[src/hw/rtl/lprst_pkg.sv]
package lprst_pkg;

    // Field widths of one request and one result beat
    localparam int REQ_W  = 2;
    localparam int REG_W  = 16;
    localparam int SLOT_W = 5;
    localparam int STAT_W = 2;
    localparam int PCNT_W = 6;

    // Home slot remainder: bits of the register number folded in per cycle
    localparam int HOME_DIG   = 4;
    localparam int HOME_STEPS = REG_W / HOME_DIG;

    // Request codes
    localparam logic [REQ_W-1:0] REQ_READ  = 2'd0;
    localparam logic [REQ_W-1:0] REQ_WRITE = 2'd1;
    localparam logic [REQ_W-1:0] REQ_ALLOC = 2'd2;
    localparam logic [REQ_W-1:0] REQ_INVAL = 2'd3;

    // Result status codes
    localparam logic [STAT_W-1:0] STAT_HIT  = 2'd0;
    localparam logic [STAT_W-1:0] STAT_FREE = 2'd1;
    localparam logic [STAT_W-1:0] STAT_MISS = 2'd2;

    // Largest probe count the result field carries
    localparam logic [PCNT_W-1:0] PCNT_MAX = 6'd63;

    typedef enum logic [1:0] {
        ST_IDLE,
        ST_HOME,
        ST_PROBE
    } t_state;

endpackage

[src/hw/rtl/lprst_ram.sv]
module lprst_ram #(
    parameter int WIDTH = 16,
    parameter int DEPTH = 32
) (
    input  logic                     i_clk,
    input  logic                     i_we,
    input  logic [$clog2(DEPTH)-1:0] i_waddr,
    input  logic [WIDTH-1:0]         i_wdata,
    input  logic [$clog2(DEPTH)-1:0] i_raddr,
    output logic [WIDTH-1:0]         o_rdata
);

    logic [WIDTH-1:0] r_mem [DEPTH];
    logic [WIDTH-1:0] r_rdata;

    always_ff @(posedge i_clk) begin
        if (i_we) begin
            r_mem[i_waddr] <= i_wdata;
        end
        r_rdata <= r_mem[i_raddr];
    end

    assign o_rdata = r_rdata;

endmodule

[src/hw/rtl/lprst_home.sv]
// Home slot: ((reg - 1) mod 2^16) mod SLOTS, four bits per cycle.
module lprst_home #(
    parameter int SLOTS = 32
) (
    input  logic                          i_clk,
    input  logic                          i_rst_n,
    input  logic                          i_start,
    input  logic [lprst_pkg::REG_W-1:0]   i_reg,
    output logic                          o_done,
    output logic [$clog2(SLOTS)-1:0]      o_home
);

    localparam int IW = $clog2(SLOTS);
    localparam int CW = $clog2(lprst_pkg::HOME_STEPS);
    localparam logic [IW:0]   SLOTS_V  = (IW+1)'(SLOTS);
    localparam logic [CW-1:0] LAST_CNT = CW'(lprst_pkg::HOME_STEPS - 1);

    logic [lprst_pkg::REG_W-1:0] r_val;
    logic [IW:0]                 r_rem;
    logic [CW-1:0]               r_cnt;
    logic                        r_busy;
    logic                        r_done;
    logic [IW:0]                 n_rem;

    // Shift-subtract remainder; rem stays below SLOTS between steps
    always_comb begin
        n_rem = r_rem;
        for (int b = 0; b < lprst_pkg::HOME_DIG; b++) begin
            n_rem = {n_rem[IW-1:0], r_val[lprst_pkg::REG_W-1-b]};
            if (n_rem >= SLOTS_V) begin
                n_rem = n_rem - SLOTS_V;
            end
        end
    end

    always_ff @(posedge i_clk) begin
        if (!i_rst_n) begin
            r_busy <= 1'b0;
            r_done <= 1'b0;
            r_cnt  <= '0;
        end else begin
            r_done <= 1'b0;
            if (i_start) begin
                r_busy <= 1'b1;
                r_cnt  <= '0;
            end else if (r_busy) begin
                r_cnt <= r_cnt + 1'b1;
                if (r_cnt == LAST_CNT) begin
                    r_busy <= 1'b0;
                    r_done <= 1'b1;
                end
            end
        end
    end

    always_ff @(posedge i_clk) begin
        if (i_start) begin
            r_val <= i_reg - 1'b1;
            r_rem <= '0;
        end else if (r_busy) begin
            r_val <= {r_val[lprst_pkg::REG_W-lprst_pkg::HOME_DIG-1:0],
                      {lprst_pkg::HOME_DIG{1'b0}}};
            r_rem <= n_rem;
        end
    end

    assign o_done = r_done;
    assign o_home = r_rem[IW-1:0];

endmodule

[src/hw/rtl/linear_probe_register_slot_table.sv]
// Timing: invalidate answers in the cycle after start; lookups and allocate answer after
//   home slot reduction and a probe walk from the home slot that ends at a match (or,
//   for write, a free slot) or after every slot. busy is high for that time.
// Throughput: one request at a time; the tag RAM gives one compare per cycle.
// Reset (synchronous, active low) clears all valid marks and the sequencer; tags are
//   not cleared. The result strobe is high for one cycle and cannot be stalled.
module linear_probe_register_slot_table #(
    parameter int SLOTS = 32
) (
    input  logic                          i_clk,
    input  logic                          i_rst_n,
    input  logic                          start,
    output logic                          busy,
    input  logic [lprst_pkg::REQ_W-1:0]   i_req_type,
    input  logic [lprst_pkg::REG_W-1:0]   i_reg_number,
    input  logic [lprst_pkg::SLOT_W-1:0]  i_slot_to_clear,
    output logic                          o_strobe,
    output logic [lprst_pkg::STAT_W-1:0]  o_status,
    output logic [lprst_pkg::SLOT_W-1:0]  o_slot,
    output logic [lprst_pkg::PCNT_W-1:0]  o_probe_count
);

    localparam int IW = $clog2(SLOTS);
    localparam int SW = lprst_pkg::SLOT_W;
    localparam int PW = lprst_pkg::PCNT_W;
    localparam logic [IW-1:0]  LAST_IDX = IW'(SLOTS - 1);
    localparam logic [IW+SW-1:0] SLOTS_C = (IW+SW)'(SLOTS);
    // Probe count reported on a miss: SLOTS, saturated to the field
    localparam logic [PW-1:0]  PCNT_MISS = (SLOTS > 63) ? lprst_pkg::PCNT_MAX : PW'(SLOTS);

    // ------------------------------------------------------------------
    // Request acceptance
    // ------------------------------------------------------------------
    lprst_pkg::t_state r_state, n_state;

    logic acc;
    logic acc_inval;
    logic acc_probe;

    assign busy      = (r_state != lprst_pkg::ST_IDLE);
    assign acc       = start && !busy;
    assign acc_inval = acc && (i_req_type == lprst_pkg::REQ_INVAL);
    assign acc_probe = acc && (i_req_type != lprst_pkg::REQ_INVAL);

    // Invalidate index range check; slot_to_clear may exceed a small table
    logic [IW+SW-1:0] clr_ext;
    logic             clr_ok;
    assign clr_ext = {{IW{1'b0}}, i_slot_to_clear};
    assign clr_ok  = (clr_ext < SLOTS_C);

    // Latched request
    logic [lprst_pkg::REQ_W-1:0] r_req;
    logic [lprst_pkg::REG_W-1:0] r_reg;

    always_ff @(posedge i_clk) begin
        if (acc_probe) begin
            r_req <= i_req_type;
            r_reg <= i_reg_number;
        end
    end

    // ------------------------------------------------------------------
    // Home slot unit
    // ------------------------------------------------------------------
    logic          home_done;
    logic [IW-1:0] home_slot;

    lprst_home #(
        .SLOTS (SLOTS)
    ) u_home (
        .i_clk   (i_clk),
        .i_rst_n (i_rst_n),
        .i_start (acc_probe),
        .i_reg   (i_reg_number),
        .o_done  (home_done),
        .o_home  (home_slot)
    );

    // ------------------------------------------------------------------
    // Probe pipeline: issue stage drives the tag RAM read address, the
    // compare stage sees the tag in the next cycle with the valid mark that
    // was sampled alongside. The table only changes when a probe ends, so
    // no forwarding is needed inside a walk.
    // ------------------------------------------------------------------
    logic            r_issuing;
    logic [IW-1:0]   r_addr;
    logic [IW-1:0]   r_iss;

    logic            r_c_vld;
    logic [IW-1:0]   r_c_addr;
    logic [IW-1:0]   r_c_dist;
    logic            r_c_valid;

    // First free slot seen so far (only allocate uses it)
    logic            r_free_seen;
    logic [IW-1:0]   r_free_addr;
    logic [IW-1:0]   r_free_dist;

    logic [SLOTS-1:0]            r_valid;
    logic [lprst_pkg::REG_W-1:0] rd_tag;

    // Decision signals
    logic                         c_match;
    logic                         c_last;
    logic                         eff_free_seen;
    logic [IW-1:0]                eff_free_addr;
    logic [IW-1:0]                eff_free_dist;
    logic                         fin;
    logic                         fin_miss;
    logic [lprst_pkg::STAT_W-1:0] fin_status;
    logic [IW-1:0]                fin_addr;
    logic [IW-1:0]                fin_dist;
    logic                         alloc_we;

    // Result beat registers
    logic                         r_strobe;
    logic [lprst_pkg::STAT_W-1:0] r_status;
    logic [SW-1:0]                r_slot;
    logic [PW-1:0]                r_pcnt;

    lprst_ram #(
        .WIDTH (lprst_pkg::REG_W),
        .DEPTH (SLOTS)
    ) u_tag_ram (
        .i_clk   (i_clk),
        .i_we    (alloc_we),
        .i_waddr (eff_free_addr),
        .i_wdata (r_reg),
        .i_raddr (r_addr),
        .o_rdata (rd_tag)
    );

    // ------------------------------------------------------------------
    // Next state
    // ------------------------------------------------------------------
    always_comb begin
        n_state = r_state;
        unique case (r_state)
            lprst_pkg::ST_IDLE: begin
                if (acc_probe) begin
                    n_state = lprst_pkg::ST_HOME;
                end
            end
            lprst_pkg::ST_HOME: begin
                if (home_done) begin
                    n_state = lprst_pkg::ST_PROBE;
                end
            end
            lprst_pkg::ST_PROBE: begin
                if (fin) begin
                    n_state = lprst_pkg::ST_IDLE;
                end
            end
            default: n_state = lprst_pkg::ST_IDLE;
        endcase
    end

    // ------------------------------------------------------------------
    // Probe decision (outputs of the sequencer)
    // ------------------------------------------------------------------
    always_comb begin
        c_match       = r_c_valid && (rd_tag == r_reg);
        c_last        = (r_c_dist == LAST_IDX);
        eff_free_seen = r_free_seen;
        eff_free_addr = r_free_addr;
        eff_free_dist = r_free_dist;
        fin           = 1'b0;
        fin_miss      = 1'b0;
        fin_status    = lprst_pkg::STAT_MISS;
        fin_addr      = r_c_addr;
        fin_dist      = r_c_dist;
        alloc_we      = 1'b0;

        if (!r_free_seen && !r_c_valid) begin
            eff_free_seen = 1'b1;
            eff_free_addr = r_c_addr;
            eff_free_dist = r_c_dist;
        end

        if ((r_state == lprst_pkg::ST_PROBE) && r_c_vld) begin
            case (r_req)
                lprst_pkg::REQ_READ: begin
                    if (c_match) begin
                        fin        = 1'b1;
                        fin_status = lprst_pkg::STAT_HIT;
                    end else if (c_last) begin
                        fin      = 1'b1;
                        fin_miss = 1'b1;
                    end
                end
                lprst_pkg::REQ_WRITE: begin
                    // stops at the first free slot or the first match
                    if (!r_c_valid) begin
                        fin        = 1'b1;
                        fin_status = lprst_pkg::STAT_FREE;
                    end else if (c_match) begin
                        fin        = 1'b1;
                        fin_status = lprst_pkg::STAT_HIT;
                    end else if (c_last) begin
                        fin      = 1'b1;
                        fin_miss = 1'b1;
                    end
                end
                lprst_pkg::REQ_ALLOC: begin
                    // a match anywhere wins over the first free slot
                    if (c_match) begin
                        fin        = 1'b1;
                        fin_status = lprst_pkg::STAT_HIT;
                    end else if (c_last) begin
                        fin = 1'b1;
                        if (eff_free_seen) begin
                            fin_status = lprst_pkg::STAT_FREE;
                            fin_addr   = eff_free_addr;
                            fin_dist   = eff_free_dist;
                            alloc_we   = 1'b1;
                        end else begin
                            fin_miss = 1'b1;
                        end
                    end
                end
                default: begin
                    // invalidate never reaches the probe walk
                end
            endcase
        end
    end

    // Result field formatting: low slot bits, saturated probe count
    logic [IW+SW-1:0] fin_addr_ext;
    logic [IW+PW-1:0] fin_dist_ext;
    logic [SW-1:0]    fin_slot;
    logic [PW-1:0]    fin_pcnt;

    assign fin_addr_ext = {{SW{1'b0}}, fin_addr};
    assign fin_dist_ext = {{PW{1'b0}}, fin_dist};
    assign fin_slot     = fin_miss ? '0 : fin_addr_ext[SW-1:0];
    assign fin_pcnt     = fin_miss ? PCNT_MISS :
                          (fin_dist_ext > (IW+PW)'(lprst_pkg::PCNT_MAX)) ?
                          lprst_pkg::PCNT_MAX : fin_dist_ext[PW-1:0];

    // ------------------------------------------------------------------
    // Control registers
    // ------------------------------------------------------------------
    always_ff @(posedge i_clk) begin
        if (!i_rst_n) begin
            r_state     <= lprst_pkg::ST_IDLE;
            r_issuing   <= 1'b0;
            r_c_vld     <= 1'b0;
            r_free_seen <= 1'b0;
            r_valid     <= '0;
            r_strobe    <= 1'b0;
        end else begin
            r_state  <= n_state;
            r_strobe <= fin || acc_inval;

            if ((r_state == lprst_pkg::ST_HOME) && home_done) begin
                r_issuing   <= 1'b1;
                r_free_seen <= 1'b0;
                r_c_vld     <= 1'b0;
            end else if (r_state == lprst_pkg::ST_PROBE) begin
                if (fin) begin
                    r_issuing <= 1'b0;
                    r_c_vld   <= 1'b0;
                end else begin
                    r_c_vld <= r_issuing;
                    if (r_issuing && (r_iss == LAST_IDX)) begin
                        r_issuing <= 1'b0;
                    end
                    if (r_c_vld) begin
                        r_free_seen <= eff_free_seen;
                    end
                end
            end

            if (acc_inval && clr_ok) begin
                r_valid[clr_ext[IW-1:0]] <= 1'b0;
            end
            if (alloc_we) begin
                r_valid[eff_free_addr] <= 1'b1;
            end
        end
    end

    // ------------------------------------------------------------------
    // Datapath registers
    // ------------------------------------------------------------------
    always_ff @(posedge i_clk) begin
        if ((r_state == lprst_pkg::ST_HOME) && home_done) begin
            r_addr <= home_slot;
            r_iss  <= '0;
        end else if ((r_state == lprst_pkg::ST_PROBE) && r_issuing) begin
            r_addr <= (r_addr == LAST_IDX) ? '0 : r_addr + 1'b1;
            r_iss  <= r_iss + 1'b1;
        end

        // compare stage tracks the issued address
        r_c_addr  <= r_addr;
        r_c_dist  <= r_iss;
        r_c_valid <= r_valid[r_addr];

        if (r_c_vld) begin
            r_free_addr <= eff_free_addr;
            r_free_dist <= eff_free_dist;
        end
    end

    // ------------------------------------------------------------------
    // Result beat
    // ------------------------------------------------------------------
    always_ff @(posedge i_clk) begin
        if (acc_inval) begin
            r_status <= clr_ok ? lprst_pkg::STAT_HIT : lprst_pkg::STAT_MISS;
            r_slot   <= clr_ok ? i_slot_to_clear : '0;
            r_pcnt   <= '0;
        end else if (fin) begin
            r_status <= fin_miss ? lprst_pkg::STAT_MISS : fin_status;
            r_slot   <= fin_slot;
            r_pcnt   <= fin_pcnt;
        end
    end

    assign o_strobe      = r_strobe;
    assign o_status      = r_status;
    assign o_slot        = r_slot;
    assign o_probe_count = r_pcnt;

endmodule

[config.mk]
export PLATFORM = sky130hd
export DESIGN_NAME = linear_probe_register_slot_table
export DESIGN_NICKNAME = d
export VERILOG_FILES = /design/src/hw/rtl/lprst_pkg.sv /design/src/hw/rtl/lprst_ram.sv /design/src/hw/rtl/lprst_home.sv /design/src/hw/rtl/linear_probe_register_slot_table.sv
export SDC_FILE = /design/constraint.sdc
export NUM_CORES = 1
export LEC_CHECK = 0
export BUFFER_PORTS_ARGS = -buffer_cell sky130_fd_sc_hd__clkbuf_2
export CORE_UTILIZATION = 55
export DETAILED_ROUTE_END_ITERATION = 10
export PLACE_DENSITY = 0.77
export SYNTH_ARGS = -nofsm -noshare
export SYNTH_HDL_FRONTEND = slang
export SYNTH_HIERARCHICAL = 1
export SYNTH_SLANG_ARGS = --single-unit
export TNS_END_PERCENT = 1
[constraint.sdc]
create_clock -name i_clk -period 3.4 [get_ports i_clk]
set_clock_uncertainty 0.1 [all_clocks]
set_input_delay 0.17 -clock i_clk [delete_from_list [all_inputs] [get_ports i_clk]]
set_output_delay 0.17 -clock i_clk [all_outputs]
set_load 0.02 [all_outputs]
# Yosys cells after proc, flatten, opt, wreduce, memory -nomap -nowiden
# Memories as Yosys holds them, arrays and structs flattened. A register that Yosys moved wholly into a read port is not among the register bits.
# Index checks and enable logic that the tools add are counted.
# W data, S select, Z words.
[totals]
ramBits = 512
mem_count = 1
in_bits = 26
regBits = 125
word_cells = 174
[classes]
magnitude_cmp = 11
add_sub_neg = 8
n_eq_ne = 14
bitwise_logic = 6
mux = 80
reduce_logical = 31
[mem_list]
columns = ["memory", "words", "width", "rd", "rd_ports_with_merged_regs", "wr", "line", "source"]
rows = [
  ["u_tag_ram.r_mem", 32, 16, 1, 1, 1, "lprst_ram.sv:13", "logic [WIDTH-1:0] r_mem [DEPTH];"],
]
[ops]
columns = ["operator", "n"]
rows = [
  ["$mux W5", 23],
  ["$mux W32", 3],
  ["$and A32 B32 Y32", 1],
  ["$mux W16", 2],
  ["$not A32 Y32", 1],
  ["$or A32 B32 Y32", 1],
  ["$mux W1", 30],
  ["$mux W2", 13],
  ["$ge A6 B6 Y1 const B", 4],
  ["$lt A5 B6 Y1 const B", 4],
  ["$sub A5 B1 Y5 const B", 4],
  ["$eq A16 B16 Y1", 1],
  ["$sub A16 B1 Y16 const B", 1],
  ["$eq A5 B5 Y1 const B", 3],
  ["$logic_and A1 B1 Y1", 12],
  ["$mux W6", 2],
  ["$pmux W2 S3", 2],
  ["$add A5 B1 Y5 const B", 2],
  ["$demux W1 S5", 2],
  ["$ge A5 B1 Y1 const B", 2],
  ["$reduce_bool A2 Y1", 5],
  ["$eq A2 B2 Y1 const B", 4],
  ["$gt A5 B6 Y1 const B", 1],
  ["$ne A2 B2 Y1 const B", 3],
  ["other kinds (15)", 24],
]

# Logic depth before layout (Yosys ltp)
[logic_depth]
depth_word = 11
depth_mapped = 9
depth_no_buf = 6

# Hierarchy
# Netlist, hierarchy kept.
[by_module_without_submodules]
columns = ["mod", "area_per_inst_um2", "n_inst", "cells_per_inst"]
rows = [
  ["lprst_ram", 20534.7, 1, 1143],
  ["linear_probe_register_slot_table", 4668.2, 1, 426],
  ["lprst_home", 1251.2, 1, 118],
]

# Least setup slack after synthesis
# OpenSTA, ideal clock, no wires.
[synth_path]
path_type = "register -> register"
startpoint = "register r_reg[12] (netlist bit)"
endpoint = "memory u_tag_ram.r_mem[20][0] (enable)"
period_less_slack_ns = 3.479
required_ns = 2.912
path_buffers = 2
setup_ns = 0.388
setup_slack_ns = -0.079
path_stages_with_launch = 9
arrival_ns = 2.991
cell_sequence = "edfxtp_1 xor2_1 nor3_1 and4_1 buf_6 a31oi_4 or3b_2 clkbuf_1 nor2_1"
[synth_between]
elab_chain_cells = 7
[synth_lines]
columns = ["element", "line", "source"]
rows = [
  ["start: declaration", "linear_probe_register_slot_table.sv:53", "logic [lprst_pkg::REG_W-1:0] r_reg;"],
  ["start signal: assignment", "linear_probe_register_slot_table.sv:58", "r_reg <= i_reg_number;"],
  ["$eq A16 B16 Y1", "linear_probe_register_slot_table.sv:162", "c_match = r_c_valid && (rd_tag == r_reg);"],
  ["$logic_and A1 B1 Y1", "linear_probe_register_slot_table.sv:162", ""],
  ["$mux W1", "linear_probe_register_slot_table.sv:206", "if (c_match) begin"],
  ["$mux W1", "linear_probe_register_slot_table.sv:181", "case (r_req)"],
  ["$mux W1", "linear_probe_register_slot_table.sv:180", "if ((r_state == lprst_pkg::ST_PROBE) && r_c_vld) begin"],
  ["net alloc_we", "linear_probe_register_slot_table.sv:113", "logic alloc_we;"],
  ["$mux W1", "lprst_ram.sv:17", "if (i_we) begin"],
  ["$mux W1 (not written as such)", "lprst_ram.sv:18", "r_mem[i_waddr] <= i_wdata;"],
  ["end: declaration", "lprst_ram.sv:13", ""],
]
# The timed path passes the listed nets, and every way through them passes these cells.

# Final worst setup path
[layout_path]
startpoint = "register r_c_valid"
endpoint = "memory u_tag_ram.r_mem[9][8] (enable)"
[layout_between]
elab_cells_between_ends = 12
[layout_rtl]
columns = ["element", "line", "source"]
rows = [
  ["start: declaration", "linear_probe_register_slot_table.sv:92", "logic r_c_valid;"],
  ["start signal: assignment", "linear_probe_register_slot_table.sv:299", "r_c_valid <= r_valid[r_addr];"],
  ["$logic_not A1 Y1", "--", ""],
  ["$logic_and A1 B1 Y1", "linear_probe_register_slot_table.sv:174", "if (!r_free_seen && !r_c_valid) begin"],
  ["$mux W5", "linear_probe_register_slot_table.sv:174", ""],
  ["net eff_free_addr[2]", "linear_probe_register_slot_table.sv:106", "logic [IW-1:0] eff_free_addr;"],
]
# The timed path passes the listed nets, and every way through them passes these cells.

==> metrics <==
outcome=finished, final reports clean; Setup Viol. Count Final=0; Area Growth Syn to Fin=13.3%; Yosys reg bits=653; pre-CTS setup slack=~380 ps; RR Endpoint=u_tag_ram/r_mem[9][8]; hold worst-path end=u_home/r_rem[0]; Yosys cell types=69; CTS H-tree lvls=3; placed cell count=2,339; Die Wd=between 200 and 250 um; Final Non-Filler Cells=2,482; largest register by flop count=u_tag_ram/r_mem; number of max-cap violations=0; # diodes=0; Leak=10.6 nW; CP arrival=3260 ps; CTS root buf=clkbuf_16; IO Count=41; initial antenna violation count=3; Critical Path RT=3560 ps; routability cong.=0.925; RSZ-0062 raised after global routing=false; min Tclk post-route=3100 ps; family with the most delay on the worst path=simple AND/OR/NAND/NOR gates; R2R depth=6; FF-to-FF Start=r_c_valid; crit path capture type=flip-flop; CTS sink cnt=653; vias in the first global route=~15,000; PnR worst setup slack=298 ps; Hold WC Path Type=primary input to flip-flop; gr ovfl total=0; Iter 0 DRT Violations=~1,800; Post-Syn Instances=1,687; Avg Synthesized Cell Area=15.7 um2; register area=roughly 19,000 um2; hold depth=4; register area share after synthesis=70.9%; Slew @ Worst Pin=900 ps; largest registers=u_tag_ram/r_mem (512), r_valid (32); Max Freq=322 MHz; Worst Hold Launch=start; final hold violations=0; Crit-path slowest cell=or3b_2; Startpoint Class=flip-flop; Initial Util=56.3%; Total Routing Usage GR=25.9%; worst-case vdd ir drop=0.000407 V; first-pass GRT wire length=93.9 mm; Cell Area, Synth=26,500 um2; WL final=63.7 mm; Clock Latency Late Sink=590 ps; Crit Path Max Fanout=18; Nets=1,855; CP peak stage delay=620 ps; crit-path cells=nor2_8 -> mux2i_2 -> inv_2 -> or3b_2 -> nor2_1 -> buf_4; dpl hpwl=between 30 and 40 mm; Net Count, Synth=between 1,500 and 2,000; max reg flops=512; TritonCTS clock tree=yes; CTS Buf Count=66; asr flop ratio synth=0%; Crit Path Category=flip-flop to flip-flop; Fillers=approximately 3,200; Post CTS Setup Buffer Count=0; DIE HEIGHT=221 um; most common cell after layout, fill and taps aside=edfxtp_1; die area=49,000 um2; largest net degree at the start of global routing=50; Max Slew Vio Count=0; Most used DFF post-synth=edfxtp_1; drt wl/cell=25.6 um; vias per cell=6.29; clock-pin slew on the worst setup and hold paths=60 ps; share of cells above drive strength 1=15.0%; setup TNS=0 ps; Detailed Routing Iterations Pass 1=6; worst rel slew slack=40.0%; period utilization=91.2%; yosys warns=6; I/O Buffers=40; core area=47,000 um2; Clock Tree Buf Depth=3; number of synthesized flops with an enable pin=568; most frequent cells in the layout=edfxtp_1 (568), mux2i_1 (277), buf_4 (88); Rows=79; r2r setup slk=300 ps; buffers and inverters on the worst path=2; Post-DRT Antenna Nets=0; DRC errors left=0; cell area power density=544 nW/um2; vias=15,600; area of the multi-input gates=7000 um2
cell type report:
cell class                      instances  area share (%)
Clock buffer                           89            6.25
Clock inverter                         31           0.856
Inverter                               15           0.188
Multi-Input combinational cell        927            23.4
Sequential cell                       653            62.6
Tap cell                              607            2.53
Timing Repair Buffer                  160            4.24
timing repair:
item                      4_1_cts  5_1_grt
hold buffers                   23        0
resized for setup               0        0
hold endpoints to repair       37        0
through the flow:
| step | utilization [%] | total power, mW | hold WS [ps] | cell area, um2 |
|---|---|---|---|---|
| 2_1_floorplan | - | 9.16 | 169 | 26500 |
| 3_3_place_gp | 58.8 | 9.34 | 262 | 27600 |
| 3_5_place_dp | 58.8 | 9.35 | 268 | 27600 |
| 4_1_cts | 63.9 | 16.4 | 7.01 | 30000 |
| 5_1_grt | 63.9 | 16.7 | 55.5 | 30000 |
| 6_report | 63.9 | 16.3 | 26.4 | 30000 |
cell families after synthesis:
family / count (synthesis) / synth area share (%)
fa+ha+maj: 6 / 0.284
compound gates: 275 / 7.38
mux: 293 / 11.4
flops: 653 / 70.9
simple gates: 319 / 6.15
xor+xnor: 34 / 1.13
buf+inv: 107 / 2.71
metal layers:
metal | GRT usage [%] | routed length (um) | share of wire (%) | vias up
met4 | 11.5 | 2610 | 4.1 | 2
met2 | 41.6 | 30200 | 47 | 920
li1 | - | - | - | 6858
met3 | 4.67 | 6110 | 9.6 | 142
met5 | 0 | 11 | 0.017 | -
met1 | 34.8 | 24800 | 39 | 7690
cells in the mapped netlist (6+ instances only):
| master | number | area (um2) |
|---|---|---|
| o311ai_0 | 10 | 87.6 |
| nand3_1 | 53 | 265 |
| buf_2 | 21 | 105 |
| o21ai_1 | 6 | 30.0 |
| inv_1 | 11 | 41.3 |
| o211ai_1 | 7 | 52.6 |
| o21ai_0 | 37 | 185 |
| a21oi_1 | 53 | 265 |
| xor2_1 | 26 | 228 |
| a22oi_1 | 64 | 480 |
| nand2b_1 | 7 | 43.8 |
| ha_1 | 6 | 75.1 |
| xnor2_1 | 8 | 70.1 |
| a21boi_1 | 17 | 128 |
| buf_6 | 8 | 90.1 |
| nor3_1 | 29 | 145 |
| buf_4 | 21 | 158 |
| mux2i_1 | 277 | 2770 |
| mux2_2 | 7 | 78.8 |
| nand2_1 | 70 | 263 |
| edfxtp_1 | 568 | 17100 |
| and2_1 | 7 | 43.8 |
| nand3b_1 | 11 | 82.6 |
| clkbuf_1 | 31 | 116 |
| nor2_1 | 76 | 285 |
| a31oi_1 | 17 | 106 |
| a22o_1 | 32 | 280 |
| nor2b_1 | 8 | 50.1 |
| dfxtp_1 | 85 | 1700 |
| buf_8 | 6 | 90.1 |
| nand4_1 | 22 | 138 |
power by group:
group          internal [mW]  switching (mW)  total [mW]
Combinational          0.102           0.288       0.389
Sequential              8.79          0.0357        8.82
Clock                   4.13            2.96        7.09
Total                   13.0            3.28        16.3
worst max-delay path by stage:
| stage | start | to | slack, ps | depth (start not counted) |
|---|---|---|---|---|
| floorplan | r_reg[12] | u_tag_ram/r_mem[20][0] | -80 | 8 |
| global placement | r_c_valid | u_tag_ram/r_mem[11][0] | 480 | 6 |
| detailed placement | r_c_valid | u_tag_ram/r_mem[11][5] | 380 | 6 |
| CTS | r_c_valid | u_tag_ram/r_mem[11][15] | 370 | 6 |
| global route | r_c_valid | u_tag_ram/r_mem[11][15] | 200 | 6 |
| finish | r_c_valid | u_tag_ram/r_mem[9][8] | 300 | 6 |
worst reg2reg max path: stages, from the launching register on:
cell     delay [ps]
dfxtp_1         400
nor2_8          280
mux2i_2         610
inv_2           350
or3b_2          630
nor2_1          140
buf_4           260
No activity file was read; power rests on OpenSTA's default activity.
